--- src/rtl/morse_pkg.sv ---
// Package with the character code tables and decode helpers of the Morse keyer.
package morse_pkg;

	localparam int CharW = 8;
	localparam int TickW = 8;
	localparam int LenW = 3;
	localparam int PatW = 5;
	localparam int CfgIdxW = 3;

	localparam logic [CfgIdxW-1:0] REG_DIT = 3'd0;
	localparam logic [CfgIdxW-1:0] REG_DAH = 3'd1;
	localparam logic [CfgIdxW-1:0] REG_ELEM_GAP = 3'd2;
	localparam logic [CfgIdxW-1:0] REG_CHAR_GAP = 3'd3;
	localparam logic [CfgIdxW-1:0] REG_WORD_GAP = 3'd4;

	localparam logic [CharW-1:0] ASCII_SPACE = 8'd32;
	localparam logic [CharW-1:0] ASCII_LOWER_A = 8'd97;
	localparam logic [CharW-1:0] ASCII_LOWER_Z = 8'd122;
	localparam logic [CharW-1:0] ASCII_UPPER_A = 8'd65;
	localparam logic [CharW-1:0] ASCII_UPPER_Z = 8'd90;
	localparam logic [CharW-1:0] ASCII_ZERO = 8'd48;
	localparam logic [CharW-1:0] ASCII_NINE = 8'd57;

	// Each entry: element count in bits 7..5, pattern in bits 4..0, MSB first, 1 is a dash.
	localparam logic [7:0] LETTER_TAB [26] = '{
		8'h41, 8'h88, 8'h8A, 8'h64, 8'h20,
		8'h82, 8'h66, 8'h80, 8'h40, 8'h87,
		8'h65, 8'h84, 8'h43, 8'h42, 8'h67,
		8'h86, 8'h8D, 8'h62, 8'h60, 8'h21,
		8'h61, 8'h81, 8'h63, 8'h89, 8'h8B,
		8'h8C
	};

	localparam logic [7:0] DIGIT_TAB [10] = '{
		8'hBF, 8'hAF, 8'hA7, 8'hA3, 8'hA1,
		8'hA0, 8'hB0, 8'hB8, 8'hBC, 8'hBE
	};

	typedef struct packed {
		logic is_space;
		logic is_bad;
		logic [LenW-1:0] len;
		logic [PatW-1:0] pat;
	} char_info_t;

	// The pattern comes back left-aligned so that the first element sits in the top bit.
	function automatic char_info_t decode_char(input logic [CharW-1:0] c);
		char_info_t info;
		logic [7:0] entry;
		logic [CharW-1:0] offs;
		info = '0;
		entry = '0;
		offs = '0;
		if (c == ASCII_SPACE) begin
			info.is_space = 1'b1;
		end else if (c >= ASCII_LOWER_A && c <= ASCII_LOWER_Z) begin
			offs = c - ASCII_LOWER_A;
			entry = LETTER_TAB[offs[4:0]];
		end else if (c >= ASCII_UPPER_A && c <= ASCII_UPPER_Z) begin
			offs = c - ASCII_UPPER_A;
			entry = LETTER_TAB[offs[4:0]];
		end else if (c >= ASCII_ZERO && c <= ASCII_NINE) begin
			offs = c - ASCII_ZERO;
			entry = DIGIT_TAB[offs[3:0]];
		end else begin
			info.is_bad = 1'b1;
		end
		info.len = entry[7:5];
		info.pat = PatW'(entry[4:0] << (LenW'(PatW) - entry[7:5]));
		return info;
	endfunction

endpackage

--- src/rtl/morse_code_keyer.sv ---
// Morse keyer top level: turns ASCII character words into key segment words.
// One character is accepted when the block is idle; the sequencer then hands one
// segment a cycle to the output register while the output side does not stall, and
// takes no new character until the last segment is handed on. The segment
// sequencer holds the character in its pattern shift register and element counter.
// The user writes registers through the cfg port only while the block is idle;
// the block itself does not enforce this.
module morse_code_keyer
	import morse_pkg::*;
#(
	parameter int MAX_ELEMENTS = 5
) (
	input  logic clk,
	input  logic arst_n,
	input  logic cfg_we,
	input  logic [CfgIdxW-1:0] cfg_index,
	input  logic [TickW-1:0] cfg_data,
	input  logic s_axis_tvalid,
	output logic s_axis_tready,
	input  logic [7:0] s_axis_tdata, // char_code
	output logic m_axis_tvalid,
	input  logic m_axis_tready,
	output logic [15:0] m_axis_tdata, // key_on, duration_ticks, zero fill
	output logic m_axis_tuser, // bad_char
	output logic m_axis_tlast
);

	localparam int ElemW = $clog2(MAX_ELEMENTS + 1);

	localparam logic [1:0] ST_IDLE = 2'd0;
	localparam logic [1:0] ST_FIRST = 2'd1;
	localparam logic [1:0] ST_ON = 2'd2;
	localparam logic [1:0] ST_OFF = 2'd3;

	logic [1:0] state_q, state_d;
	logic [TickW-1:0] dit_q, dah_q, elem_gap_q, char_gap_q, word_gap_q;
	logic space_q, bad_q;
	logic [PatW-1:0] pat_q;
	logic [ElemW-1:0] cnt_q;
	logic out_valid_q, out_key_q, out_bad_q, out_last_q;
	logic [TickW-1:0] out_dur_q;

	char_info_t info;
	logic accept, emit;
	logic seg_key, seg_last;
	logic [TickW-1:0] seg_dur;

	assign info = decode_char(s_axis_tdata);
	assign s_axis_tready = (state_q == ST_IDLE);
	assign accept = s_axis_tvalid && s_axis_tready;
	assign emit = (state_q != ST_IDLE) && (!out_valid_q || m_axis_tready);

	always_comb begin
		seg_key = 1'b0;
		seg_last = 1'b0;
		seg_dur = char_gap_q;
		state_d = state_q;
		unique case (state_q)
			ST_FIRST: begin
				if (space_q) begin
					seg_dur = word_gap_q;
					seg_last = 1'b1;
					state_d = ST_IDLE;
				end else if (bad_q || cnt_q == '0) begin
					seg_last = 1'b1;
					state_d = ST_IDLE;
				end else begin
					state_d = ST_ON;
				end
			end
			ST_ON: begin
				seg_key = 1'b1;
				seg_dur = pat_q[PatW-1] ? dah_q : dit_q;
				state_d = ST_OFF;
			end
			ST_OFF: begin
				seg_dur = elem_gap_q;
				seg_last = (cnt_q == ElemW'(1));
				state_d = seg_last ? ST_IDLE : ST_ON;
			end
			default: begin
				state_d = ST_IDLE;
			end
		endcase
	end

	always_ff @(posedge clk or negedge arst_n) begin
		if (!arst_n) begin
			dit_q <= 8'd2;
			dah_q <= 8'd5;
			elem_gap_q <= 8'd2;
			char_gap_q <= 8'd5;
			word_gap_q <= 8'd8;
		end else if (cfg_we) begin
			unique case (cfg_index)
				REG_DIT: dit_q <= cfg_data;
				REG_DAH: dah_q <= cfg_data;
				REG_ELEM_GAP: elem_gap_q <= cfg_data;
				REG_CHAR_GAP: char_gap_q <= cfg_data;
				REG_WORD_GAP: word_gap_q <= cfg_data;
				default: ;
			endcase
		end
	end

	always_ff @(posedge clk or negedge arst_n) begin
		if (!arst_n) begin
			state_q <= ST_IDLE;
			out_valid_q <= 1'b0;
		end else begin
			if (accept) begin
				state_q <= ST_FIRST;
			end else if (emit) begin
				state_q <= state_d;
			end
			if (emit) begin
				out_valid_q <= 1'b1;
			end else if (m_axis_tready) begin
				out_valid_q <= 1'b0;
			end
		end
	end

	always_ff @(posedge clk) begin
		if (accept) begin
			space_q <= info.is_space;
			bad_q <= info.is_bad;
			pat_q <= info.pat;
			cnt_q <= (32'(info.len) < MAX_ELEMENTS) ? ElemW'(info.len) : ElemW'(MAX_ELEMENTS);
		end else if (emit && state_q == ST_OFF) begin
			pat_q <= {pat_q[PatW-2:0], 1'b0};
			cnt_q <= cnt_q - ElemW'(1);
		end
		if (emit) begin
			out_key_q <= seg_key;
			out_dur_q <= seg_dur;
			out_bad_q <= bad_q && state_q == ST_FIRST;
			out_last_q <= seg_last;
		end
	end

	assign m_axis_tvalid = out_valid_q;
	assign m_axis_tdata = {7'd0, out_dur_q, out_key_q};
	assign m_axis_tuser = out_bad_q;
	assign m_axis_tlast = out_last_q;

`ifndef ASSERT_OFF
	a_key_not_last: assert property (@(posedge clk) disable iff (!arst_n)
		m_axis_tvalid && m_axis_tdata[0] |-> !m_axis_tlast && !m_axis_tuser)
		else $error("keyed segment marked last or bad");

	a_bad_is_single: assert property (@(posedge clk) disable iff (!arst_n)
		m_axis_tvalid && m_axis_tuser |-> m_axis_tlast)
		else $error("bad character produced more than one segment");

	a_busy_after_accept: assert property (@(posedge clk) disable iff (!arst_n)
		s_axis_tvalid && s_axis_tready |=> !s_axis_tready)
		else $error("ready right after accepting a character");

	a_cnt_bound: assert property (@(posedge clk) disable iff (!arst_n)
		state_q != ST_IDLE |-> 32'(cnt_q) <= MAX_ELEMENTS)
		else $error("element counter beyond limit");
`endif

endmodule

--- config.mk ---
export PLATFORM = sky130hd
export DESIGN_NAME = morse_code_keyer
export DESIGN_NICKNAME = d
export VERILOG_FILES = /design/src/rtl/morse_pkg.sv /design/src/rtl/morse_code_keyer.sv
export SDC_FILE = /design/constraint.sdc
export NUM_CORES = 1
export LEC_CHECK = 0
export BUFFER_PORTS_ARGS = -buffer_cell sky130_fd_sc_hd__buf_2
export CORE_UTILIZATION = 30
export CTS_BUF_LIST = sky130_fd_sc_hd__clkbuf_4
export CTS_CLUSTER_DIAMETER = 100
export DETAILED_ROUTE_END_ITERATION = 7
export HOLD_SLACK_MARGIN = 0.05
export PLACE_DENSITY_LB_ADDON = 0.12
export SYNTH_ARGS = -nofsm -noshare
export SYNTH_HDL_FRONTEND = slang
export SYNTH_SLANG_ARGS = --single-unit
--- constraint.sdc ---
create_clock -name clk -period 2 [get_ports clk]
set_input_delay 0.3 -clock clk [delete_from_list [all_inputs] [get_ports clk]]
set_output_delay 0.3 -clock clk [all_outputs]
set_load 0.05 [all_outputs]
# Yosys cells after proc, flatten, opt, wreduce, memory -nomap -nowiden
# Memory sizes are Yosys's and may differ from the RTL's.
# Index checks and enable logic that the tools add are counted.
totals:
  regBits: 64
  inputBits: 24
  wordCells: 101
  rom_bits: 640
  mem_count: 3
  out_inout_bits: 20
classes:
  n_reduce_logical: 23
  shifts: 1
  order_cmp: 10
  n_addsub: 5
  bitwise_logic: 3
  n_mux: 32
  eq_ne: 9
memory_table:
  columns: ["memory", "words", "word_bits", "rd", "rd_ports_with_merged_regs", "write_ports", "line_no", "source"]
  rows:
  - ["(name not given)", 32, 8, 1, 0, 0, "morse_pkg.sv:61", "entry = LETTER_TAB[offs[4:0]];"]
  - ["(name not given)", 32, 8, 1, 0, 0, "morse_pkg.sv:58", "entry = LETTER_TAB[offs[4:0]];"]
  - ["(name not given)", 16, 8, 1, 0, 0, "morse_pkg.sv:64", "entry = DIGIT_TAB[offs[3:0]];"]
op_table:
  columns: ["operator", "n"]
  rows:
  - ["$mux W8", 12]
  - ["$pmux W8 S3", 1]
  - ["$ge A8 B7 Y1 const B", 2]
  - ["$le A8 B7 Y1 const B", 2]
  - ["$ge A6 B6 Y1 const B", 2]
  - ["$not A5 Y6", 2]
  - ["$mux W2", 5]
  - ["$mux W5", 2]
  - ["$reduce_and A2 Y1", 5]
  - ["$sub A5 B1 Y5 const B", 2]
  - ["$mux W3", 3]
  - ["$eq A8 B6 Y1 const B", 1]
  - ["$ge A8 B6 Y1 const B", 1]
  - ["$le A8 B6 Y1 const B", 1]
  - ["$reduce_bool A2 Y1", 4]
  - ["$logic_and A1 B1 Y1", 7]
  - ["$mux W1", 7]
  - ["$eq A3 B1 Y1 const B", 2]
  - ["$eq A3 B2 Y1 const B", 2]
  - ["$logic_not A3 Y1", 2]
  - ["$pmux W2 S3", 1]
  - ["$ge A5 B5 Y1 const B", 1]
  - ["$not A4 Y5", 1]
  - ["$shl A5 B3 Y5", 1]
  - ["other kinds (12)", 14]

# Longest topological paths before layout
# Gate-level depths: netlist of the first run.
logic_depth:
  word_depth: 12
  depth_mapped: 15
  depth_no_buf: 12

# Least setup slack after synthesis of the first run
# Ideal clock, no wire load.
synth_path:
  path_kind: "input-to-reg"
  from: "input s_axis_tdata[0]"
  to: "register pat_q[3] (data pin)"
  cell_stages: 15
  arrival_ns: 3.088
  slack_ns: -1.240
  path_buffers: 3
  required_time_ns: 1.848
  cell_sequence: "buf_2 -> inv_1 -> ha_1 -> buf_6 -> or3b_1 -> buf_6 -> xnor2_4 -> a41oi_1 -> a21oi_2 -> nor3_2 -> inv_2 -> ha_1 -> nand2b_1 -> o41a_1 -> o21ai_0"
synth_via:
  elab_chain_len: 12
  elab_cells_between_ends: 32
  cone_classes: "add/sub: 4; order compare: 6; eq/ne: 1; shift: 1; mux: 11; bitwise: 3; reduce/logical: 3; memory: 3"
synth_lines:
  columns: ["item", "line_no", "source"]
  rows:
  - ["from (decl)", "morse_code_keyer.sv:20", "input logic [7:0] s_axis_tdata,"]
  - ["$sub A4 B1 Y4", "morse_pkg.sv:63", "offs = c - ASCII_ZERO;"]
  - ["$not A4 Y5 (not written as such)", "morse_pkg.sv:64", null]
  - ["$mem_v2 Z16 W8", null, null]
  - ["$mux W8 (not written as such) (2 in a row)", "morse_pkg.sv:64", null]
  - ["$mux W8", "morse_pkg.sv:62", "end else if (c >= ASCII_ZERO && c <= ASCII_NINE) begin"]
  - ["$mux W8", "morse_pkg.sv:59", "end else if (c >= ASCII_UPPER_A && c <= ASCII_UPPER_Z) begin"]
  - ["$mux W8", "morse_pkg.sv:56", "end else if (c >= ASCII_LOWER_A && c <= ASCII_LOWER_Z) begin"]
  - ["$mux W8 *", "morse_pkg.sv:54", "if (c == ASCII_SPACE) begin"]
  - ["$sub A3 B3 Y3", "morse_pkg.sv:69", "info.pat = PatW'(entry[4:0] << (LenW'(PatW) - entry[7:5]));"]
  - ["$shl A5 B3 Y5 *", "morse_pkg.sv:69", null]
  - ["$mux W5 *", "morse_code_keyer.sv:125", "if (accept) begin"]
  - ["to (signal assigned)", "morse_code_keyer.sv:128", "pat_q <= info.pat;"]
  - ["to (signal assigned)", "morse_code_keyer.sv:131", "pat_q <= {pat_q[PatW-2:0], 1'b0};"]
  - ["to (decl)", "morse_code_keyer.sv:38", "logic [PatW-1:0] pat_q;"]
# Every way passes the cells marked *; elsewhere a longest branch is shown, timed or not. The select of a mux whose other input is x is not followed.
# A chain may end at the register's enable or synchronous reset.

# Worst setup path after layout of the first run
layout_path:
  from: "input s_axis_tdata[1]"
  to: "register pat_q[3] (data pin)"
# The elaborated chain is that of the path after synthesis.

==> tab_implementation.tex, run 1 <==
\begin{tabular}{lr}
\hline
Metric & Value \\
\hline
\multicolumn{2}{l}{\textbf{Logic synthesis}} \\
\quad Synthesized area per cell & about 11 um\^{}2 \\
\quad Cell type with the highest aggregate area in the netlist & sky130\_fd\_sc\_hd\_\_dfrtp\_1 \\
\quad Unique masters post-synth & 80 \\
\quad Synthesized cell area & roughly 4000 um\^{}2 \\
\quad Post-Synthesis Cells & 373 \\
\quad Yosys synthesis warning count & 0 \\
\quad Xor/xnor share of the synthesized area & 0.02148 \\
\quad Post-synthesis simple-gate area fraction & 0.1367 \\
\quad Number of synthesized register bits & 64 \\
\quad Number of enable flip-flop cells after synthesis & 21 \\
\quad Fraction of synthesis flops using an asynchronous set or reset pin & 0.6719 \\
\quad Most common cell in the netlist & sky130\_fd\_sc\_hd\_\_mux2\_2 \\
\quad Yosys top cell area share & 0.2242 \\
\quad Leading post-synthesis cells by cell area & sky130\_fd\_sc\_hd\_\_dfrtp\_1 (22\%), sky130\_fd\_sc\_hd\_\_edfxtp\_1 (16\%), sky130\_fd\_sc\_hd\_\_mux2\_2 (11\%), sky130\_fd\_sc\_hd\_\_dfstp\_2 (4.6\%), sky130\_fd\_sc\_hd\_\_ha\_1 (3.7\%) \\
\quad Adder-Cell Fraction of Synth Area & 0.03736 \\
\quad Largest family of logic cells by synthesized area & compound AO/OA/AOI/OAI gates \\
\quad Synth top cells by count & sky130\_fd\_sc\_hd\_\_mux2\_2 (40), sky130\_fd\_sc\_hd\_\_dfrtp\_1 (36), sky130\_fd\_sc\_hd\_\_nor2\_1 (29), sky130\_fd\_sc\_hd\_\_edfxtp\_1 (21), sky130\_fd\_sc\_hd\_\_nand2\_1 (21) \\
\quad Portion of the post-synthesis area used by sequential elements & 0.4268 \\
\quad Most used flip-flop cell after synthesis & sky130\_fd\_sc\_hd\_\_dfrtp\_1 \\
\quad Compound-Gate Fraction of Synth Area & 0.1809 \\
\quad Multiplexer area fraction after synthesis & 0.1407 \\
\multicolumn{2}{l}{\textbf{Placement}} \\
\quad DP Wirelength & approximately 7400 um \\
\quad Number of I/O port buffers & 36 \\
\quad Final weighted congestion of routability-driven global placement & 0.8055 \\
\multicolumn{2}{l}{\textbf{Floorplanning}} \\
\quad I/O pin count & 44 \\
\quad Die outline height & between 100 and 150 um \\
\quad Area of the core & 12820 um\^{}2 \\
\quad Overall die width & 117.7 um \\
\quad Site row count & 41 \\
\quad Initial Utilization & 0.3134 \\
\quad Die footprint & 13860 um\^{}2 \\
\multicolumn{2}{l}{\textbf{Worst setup path}} \\
\quad Crit path from & s\_axis\_tdata[1] \\
\quad Worst EP arrival & 2.58 ns \\
\quad Buf+Inv Stages, Crit Path & 3 \\
\quad Reg-to-reg slack, setup & 0.38 ns \\
\quad Slowest cell on the critical path & sky130\_fd\_sc\_hd\_\_or3b\_4 \\
\quad Endpoint of the most critical setup path & pat\_q[3]\$\_DFFE\_PP\_ \\
\quad Endpoint of the lowest-slack register-to-register path & out\_dur\_q[7]\$\_DFFE\_PP\_ \\
\quad Cells along the critical path & buf\_12 -> clkinv\_8 -> ha\_4 -> or3b\_4 -> xnor2\_4 -> a41oi\_2 -> a21oi\_2 -> nor3\_2 -> inv\_2 -> ha\_4 -> nand2b\_4 -> o41a\_1 -> o21ai\_1 \\
\quad Number of stages on the worst setup path & 13 \\
\quad Cell class contributing the biggest share of worst-path delay & simple AND/OR/NAND/NOR gates \\
\quad Cell count of the worst reg-to-reg path & 4 \\
\quad Setup crit end kind & register \\
\quad Max stage delay on crit path & 0.47 ns \\
\quad Startpoint Class & input pin \\
\quad Critical R2R Launch & state\_q[0]\$\_DFFE\_PN0P\_ \\
\quad Data required time at the worst endpoint & between 2 and 2.5 ns \\
\quad Type of the setup path with the least slack & input pin to register \\
\quad CP Max Fanout & 4 \\
\quad Most Frequent Cell on Critical Path & sky130\_fd\_sc\_hd\_\_ha\_4 \\
\multicolumn{2}{l}{\textbf{CTS}} \\
\quad TritonCTS clock tree & built \\
\quad Clock Sink Count & 64 \\
\quad Maximum number of buffers from clock root to sink & 2 \\
\quad Clock transition at the register clock pins on the worst setup and hold paths after CTS & 0.12 ns \\
\quad Insertion delay to the later sink of the worst-skew pair & around 0.39 ns \\
\quad Clock buffers created by TritonCTS & 9 \\
\quad Root buffer cell & sky130\_fd\_sc\_hd\_\_clkbuf\_4 \\
\quad \# H-tree levels & 3 \\
\multicolumn{2}{l}{\textbf{Detailed routing}} \\
\quad Via count of the routed design & 3210 \\
\quad Wirelength per Cell & about 15 um \\
\quad Total DRC errors in the routed layout & 0 \\
\quad First DRT Iteration DRCs & 150 \\
\quad Vias per cell & 4.901 \\
\quad Post-detailed-routing wire length & 10060 um \\
\quad Antenna-violating nets left & 0 \\
\quad Total iterations of the first detailed-routing run & 4 \\
\multicolumn{2}{l}{\textbf{Finish}} \\
\quad ANT cells & 0 \\
\quad Layout net count & slightly above 500 \\
\quad Share of cells above drive strength 1 & 0.4596 \\
\quad Multi-input logic area & 2252 um\^{}2 \\
\quad Layout filler cell count & 1289 \\
\quad Synth-to-layout area growth & 31.79\% \\
\quad Area of all sequential standard cells & 1715 um\^{}2 \\
\multicolumn{2}{l}{\textbf{Global route}} \\
\quad GRT Overall Usage & 0.1504 \\
\quad Number of antenna violations at the first check in global routing & 0 \\
\quad Number of global-route vias before repair & 3366 \\
\quad Pin count of the biggest net entering global routing & 44 \\
\quad First-pass GRT wire length & 16570 um \\
\quad Remaining global-route overflow & 0 \\
\multicolumn{2}{l}{\textbf{STA}} \\
\quad Minimum clock period after layout & 2.312 ns \\
\quad Count of pins over their slew limit & 0 \\
\quad Final count of hold timing violations & 0 \\
\quad Clock skew & 0.02134 ns \\
\quad Achievable Freq & 432.5 MHz \\
\quad Setup repair after global routing missed its margin & yes \\
\quad Final clock period utilization by the worst path & 1.156 \\
\quad Final total negative setup slack & -1.259 ns \\
\quad Setup violators final & 8 \\
\quad Hold Slack & 0.1956 ns \\
\quad Crit path setup slack, layout & -0.3121 ns \\
\multicolumn{2}{l}{\textbf{Power}} \\
\quad VDD IR max & 0.3580 mV \\
\quad Power per cell area & about 1000 nW/um\^{}2 \\
\quad Leakage & 2.254 nW \\
\multicolumn{2}{l}{\textbf{Status}} \\
\quad Result of the run & finished with violations \\
\quad Violated checks & setup timing \\
\multicolumn{2}{l}{\textbf{Flow run}} \\
\quad Number of maximum-capacitance constraint violations & 0 \\
\multicolumn{2}{l}{\textbf{Hold path}} \\
\quad Worst min-delay path class & input pin to register \\
\hline
\end{tabular}
==> flip-flops by register name, indices dropped and copies added, names as in the netlist, 2 cells and up <==
name / count
word_gap_q: 8
dit_q: 8
char_gap_q: 8
dah_q: 8
elem_gap_q: 8
out_dur_q: 8
state_q: 2
pat_q: 5
cnt_q: 3
==> stage by stage <==
step	total power [mW]	std cells	worst slack, ns	util	cell area [um^2]
final	5.322	655	-0.3121	0.4130	5296
after global routing	5.668	655	-0.4123	0.4130	5296
after CTS	5.381	651	-0.2950	0.4066	5215
after detailed placement	4.331	633	-0.9213	0.3846	4932
after global placement	4.314	633	-0.8838	0.3846	4932
after floorplan	3.658	379	-0.9333	-	4145
==> logic make-up (layout without fill, tap and decap cells) <==
| group | after synthesis | after routing |
|---|---|---|
| other | 1 | 7 |
| AO/OA/AOI/OAI | 91 | 91 |
| multiplexers | 51 | 51 |
| flip-flops | 64 | 64 |
| adder cells (fa/ha/maj) | 12 | 12 |
| AND/OR/NAND/NOR | 104 | 104 |
| XOR/XNOR | 6 | 6 |
| buffers and inverters | 44 | 148 |
==> worst min path at each step <==
stage                      from                         to  slack [ns]  cells past startpoint
floorplan                arst_n  char_gap_q[1]$_DFFE_PN0P_       0.004                      0
global placement         arst_n       dit_q[0]$_DFFE_PN0P_        0.30                      2
detailed placement       arst_n       dit_q[0]$_DFFE_PN0P_        0.30                      2
CTS                 cfg_data[1]  char_gap_q[1]$_DFFE_PN0P_        0.17                      2
global route        cfg_data[3]       dah_q[3]$_DFFE_PN0P_        0.17                      2
finish              cfg_data[1]  word_gap_q[1]$_DFFE_PN0P_        0.20                      2
==> worst register-to-register path: stages, from the launching register on <==
cell                       delay [ns]
sky130_fd_sc_hd__dfrtp_1         0.40
sky130_fd_sc_hd__buf_4           0.20
sky130_fd_sc_hd__nand2b_1        0.38
sky130_fd_sc_hd__nor2_1          0.11
sky130_fd_sc_hd__a221o_1         0.28
==> repair_timing <==
action | in CTS | in global routing
buffers inserted | 1 | 5
gates cloned | 0 | 0
resized for setup | 23 | 13
pin swaps | 16 | 8
hold buffers | 1 | 0
endpoints found under the hold margin | 36 | 0
setup endpoints to repair | 8 | 8
==> final cells by class <==
class	instances	share of cell area
multi-input combinational	271	0.4252
sequential	64	0.3239
timing repair buffer	120	0.1670
tap	172	0.04063
clock inverter	7	0.01819
clock buffer	9	0.01276
inverter	12	0.01228
==> per-layer routing <==
metal	up-vias	share of wire	global-route usage	routed length, um
met5	-	0	0	0
met4	0	0.022	0.05369	220
met3	17	0.026	0.02713	262
met2	61	0.49	0.2640	4908
met1	1550	0.46	0.1832	4665
li1	1582	-	-	-
==> power by group <==
group          switching, mW  leakage (nW)  internal [mW]
Clock                  0.488        0.0898          0.509
Sequential             0.163         0.705           1.87
Combinational           1.37          1.46          0.915
==> layout by cell type, fill, tap and decap left out, types with 3 or more instances in the layout <==
| master | instances |
|---|---|
| sky130_fd_sc_hd__edfxtp_1 | 21 |
| sky130_fd_sc_hd__inv_1 | 9 |
| sky130_fd_sc_hd__buf_4 | 72 |
| sky130_fd_sc_hd__clkinv_4 | 3 |
| sky130_fd_sc_hd__nor3b_1 | 4 |
| sky130_fd_sc_hd__conb_1 | 7 |
| sky130_fd_sc_hd__ha_1 | 7 |
| sky130_fd_sc_hd__a221o_1 | 8 |
| sky130_fd_sc_hd__dfrtp_1 | 36 |
| sky130_fd_sc_hd__buf_2 | 34 |
| sky130_fd_sc_hd__a21oi_1 | 16 |
| sky130_fd_sc_hd__ha_4 | 4 |
| sky130_fd_sc_hd__o2111ai_1 | 3 |
| sky130_fd_sc_hd__mux2i_1 | 10 |
| sky130_fd_sc_hd__o21ai_1 | 5 |
| sky130_fd_sc_hd__nand2_1 | 18 |
| sky130_fd_sc_hd__dfstp_2 | 7 |
| sky130_fd_sc_hd__o21ai_0 | 9 |
| sky130_fd_sc_hd__clkbuf_4 | 9 |
| sky130_fd_sc_hd__mux2_2 | 40 |
| sky130_fd_sc_hd__nor3_1 | 6 |
| sky130_fd_sc_hd__a22o_1 | 6 |
| sky130_fd_sc_hd__nand3_1 | 9 |
| sky130_fd_sc_hd__nand2b_1 | 4 |
| sky130_fd_sc_hd__a211oi_1 | 3 |
| sky130_fd_sc_hd__a311oi_1 | 3 |
| sky130_fd_sc_hd__nor2_1 | 26 |
| sky130_fd_sc_hd__and3_1 | 3 |
| sky130_fd_sc_hd__a31oi_1 | 3 |
| sky130_fd_sc_hd__nor2b_1 | 7 |
| sky130_fd_sc_hd__buf_6 | 11 |
Note: power is estimated with default switching activity, not from simulation.
==> run 2, diff against run 1 <==
Settings changed: MAX_ROUTING_LAYER set to met4.
Clock period 2 ns to 2.5 ns, I/O delays scaled along.
==> tab_implementation.tex, run 2 (synthesis results as in run 1) <==
\begin{tabular}{lr}
\hline
Metric & Value \\
\hline
\multicolumn{2}{l}{\textbf{Status}} \\
\quad Result of the run & complete, no violations \\
\multicolumn{2}{l}{\textbf{CTS}} \\
\quad Root buffer cell & sky130\_fd\_sc\_hd\_\_clkbuf\_4 \\
\quad Maximum number of buffers from clock root to sink & 2 \\
\quad TritonCTS clock tree & built \\
\quad Clock transition at the register clock pins on the worst setup and hold paths after CTS & 0.11 ns \\
\quad Clock Sink Count & 64 \\
\quad \# H-tree levels & 3 \\
\quad Clock buffers created by TritonCTS & 9 \\
\quad Insertion delay to the later sink of the worst-skew pair & just over 0.4 ns \\
\multicolumn{2}{l}{\textbf{Detailed routing}} \\
\quad Post-detailed-routing wire length & 10240 um \\
\quad First DRT Iteration DRCs & $\sim$130 \\
\quad Antenna-violating nets left & 0 \\
\quad Detailed-routed wire length on met2 & 4763 um \\
\quad Total iterations of the first detailed-routing run & 4 \\
\quad M1 WL & 5078 um \\
\quad Via count of the routed design & around 3100 \\
\quad Top sig layer & met4 \\
\quad Vias per cell & 4.951 \\
\quad Wirelength per Cell & 16.09 um \\
\quad Length of routed met3 wiring & 315 um \\
\quad Total DRC errors in the routed layout & 0 \\
\multicolumn{2}{l}{\textbf{Power}} \\
\quad Leakage & 2.102 nW \\
\quad VDD IR max & around 0.28 mV \\
\quad Power per cell area & 818.7 nW/um\^{}2 \\
\multicolumn{2}{l}{\textbf{STA}} \\
\quad Final clock period utilization by the worst path & 0.9808 \\
\quad Final count of hold timing violations & 0 \\
\quad Hold Slack & 0.2582 ns \\
\quad Minimum clock period after layout & about 2.5 ns \\
\quad Setup violators final & 0 \\
\quad Slew at the pin with the worst max-slew slack & between 0.7 and 0.8 ns \\
\quad Count of pins over their slew limit & 0 \\
\quad Clock skew & 0.009866 ns \\
\quad Final total negative setup slack & 0 ns \\
\quad Worst rel slew slack & 0.5073 \\
\quad Achievable Freq & 407.8 MHz \\
\multicolumn{2}{l}{\textbf{Finish}} \\
\quad ANT cells & 0 \\
\quad Share of cells above drive strength 1 & 0.4267 \\
\quad Area of all sequential standard cells & 1715 um\^{}2 \\
\quad Multi-input logic area & 2191 um\^{}2 \\
\quad Leading cell type in the layout, fill and taps excluded & sky130\_fd\_sc\_hd\_\_buf\_4 \\
\quad Top library cells by usage in the layout, fill and taps aside & sky130\_fd\_sc\_hd\_\_buf\_4 (63), sky130\_fd\_sc\_hd\_\_mux2\_2 (40), sky130\_fd\_sc\_hd\_\_dfrtp\_1 (36), sky130\_fd\_sc\_hd\_\_buf\_2 (36), sky130\_fd\_sc\_hd\_\_nor2\_1 (28) \\
\quad Layout net count & 495 \\
\quad Synth-to-layout area growth & 24.19\% \\
\quad Layout filler cell count & 1304 \\
\multicolumn{2}{l}{\textbf{Worst setup path}} \\
\quad Data required time at the worst endpoint & 2.77 ns \\
\quad Most Frequent Cell on Critical Path & sky130\_fd\_sc\_hd\_\_ha\_4 \\
\quad Type of the setup path with the least slack & input pin to register \\
\quad Slowest cell on the critical path & sky130\_fd\_sc\_hd\_\_o41a\_1 \\
\quad Worst EP arrival & around 2.7 ns \\
\quad Reg-to-reg slack, setup & 0.71 ns \\
\quad CP Max Fanout & 4 \\
\quad Setup crit end kind & register \\
\quad Max stage delay on crit path & 0.37 ns \\
\quad Crit path from & s\_axis\_tdata[1] \\
\quad Startpoint Class & input pin \\
\quad Critical R2R Launch & state\_q[1]\$\_DFFE\_PN0P\_ \\
\quad Endpoint of the lowest-slack register-to-register path & pat\_q[3]\$\_DFFE\_PP\_ \\
\quad Endpoint of the most critical setup path & pat\_q[3]\$\_DFFE\_PP\_ \\
\quad Cell count of the worst reg-to-reg path & 7 \\
\quad Cells along the critical path & buf\_2 -> inv\_8 -> ha\_4 -> or3b\_1 -> buf\_6 -> xnor2\_4 -> o2111ai\_2 -> a31oi\_2 -> inv\_2 -> ha\_4 -> nand2b\_4 -> o41a\_1 -> o21ai\_1 \\
\multicolumn{2}{l}{\textbf{Floorplanning}} \\
\quad Die footprint & 13860 um\^{}2 \\
\quad Overall die width & $\sim$120 um \\
\quad Initial Utilization & 0.3134 \\
\quad Site row count & 41 \\
\quad I/O pin count & 44 \\
\quad Area of the core & 12820 um\^{}2 \\
\quad Die outline height & about 120 um \\
\multicolumn{2}{l}{\textbf{Global route}} \\
\quad First-pass GRT wire length & 16690 um \\
\quad Number of antenna violations at the first check in global routing & 0 \\
\quad Remaining global-route overflow & 0 \\
\quad Number of global-route vias before repair & 3190 \\
\quad Pin count of the biggest net entering global routing & 29 \\
\quad GRT Overall Usage & 0.1579 \\
\multicolumn{2}{l}{\textbf{Placement}} \\
\quad Final weighted congestion of routability-driven global placement & 0.7956 \\
\quad DP Wirelength & about 7600 um \\
\quad Number of I/O port buffers & 36 \\
\multicolumn{2}{l}{\textbf{Flow run}} \\
\quad Number of maximum-capacitance constraint violations & 0 \\
\multicolumn{2}{l}{\textbf{Hold path}} \\
\quad Worst min-delay path class & input pin to register \\
\hline
\end{tabular}
[run 2: where the power goes]
part	internal [mW]	switching, mW	leakage, nW
clock network	0.311	0.390	0.0738
logic	0.652	1.07	1.32
registers	1.50	0.163	0.705
[run 2: how the worst min path moves through the flow]
stage | from | endpoint | slack, ns | depth (start not counted)
global placement | arst_n | dit_q[4]$_DFFE_PN0P_ | 0.30 | 1
detailed placement | arst_n | dit_q[4]$_DFFE_PN0P_ | 0.31 | 1
finish | cfg_data[0] | word_gap_q[0]$_DFFE_PN0P_ | 0.26 | 2
CTS | cfg_data[3] | char_gap_q[3]$_DFFE_PN0P_ | 0.23 | 2
floorplan | arst_n | char_gap_q[1]$_DFFE_PN0P_ | 0.08 | 0
global route | cfg_data[3] | char_gap_q[3]$_DFFE_PN0P_ | 0.23 | 2
[run 2: metal layers]
metal  vias to the layer above  global-route usage
li1                       1550                   -
met1                      1538              0.2117
met2                        56              0.2438
met3                         5             0.03149
met4                         0             0.03846
met5                         -                   -
[run 2: layout make-up]
type,count,share of cell area
flip-flops and latches,64,0.3437
clock inverters,6,0.01203
well taps,172,0.04312
inverters,12,0.01203
multi-input cells,271,0.4390
clock buffers,10,0.01504
repair buffers,101,0.1351
[run 2: per-stage QoR]
| stage | cells | util | power [mW] | setup slack, ns | instance area, um^2 |
|---|---|---|---|---|---|
| floorplan | 379 | - | 2.922 | -0.5084 | 4143 |
| global placement | 618 | 0.3746 | 3.390 | -0.4043 | 4805 |
| detailed placement | 618 | 0.3746 | 3.415 | -0.4822 | 4805 |
| CTS | 635 | 0.3860 | 4.123 | 0.01827 | 4950 |
| global route | 636 | 0.3892 | 4.348 | -0.01276 | 4991 |
| finish | 636 | 0.3892 | 4.086 | 0.04798 | 4991 |
[run 2: worst max-delay path, delay by kind of cell]
kind	cells	cell delay [ns]
compound gates	4	0.86
simple gates	2	0.48
buf+inv	4	0.43
fa+ha+maj	2	0.39
xor+xnor	1	0.18
[run 2: repair_timing]
item | 4_1_cts | 5_1_grt
buffers inserted | 0 | 1
pin swaps | 1 | 5
hold buffers | 1 | 0
endpoints found under the hold margin | 15 | 0
gates resized for setup | 0 | 8
endpoints found under the setup margin | 1 | 3
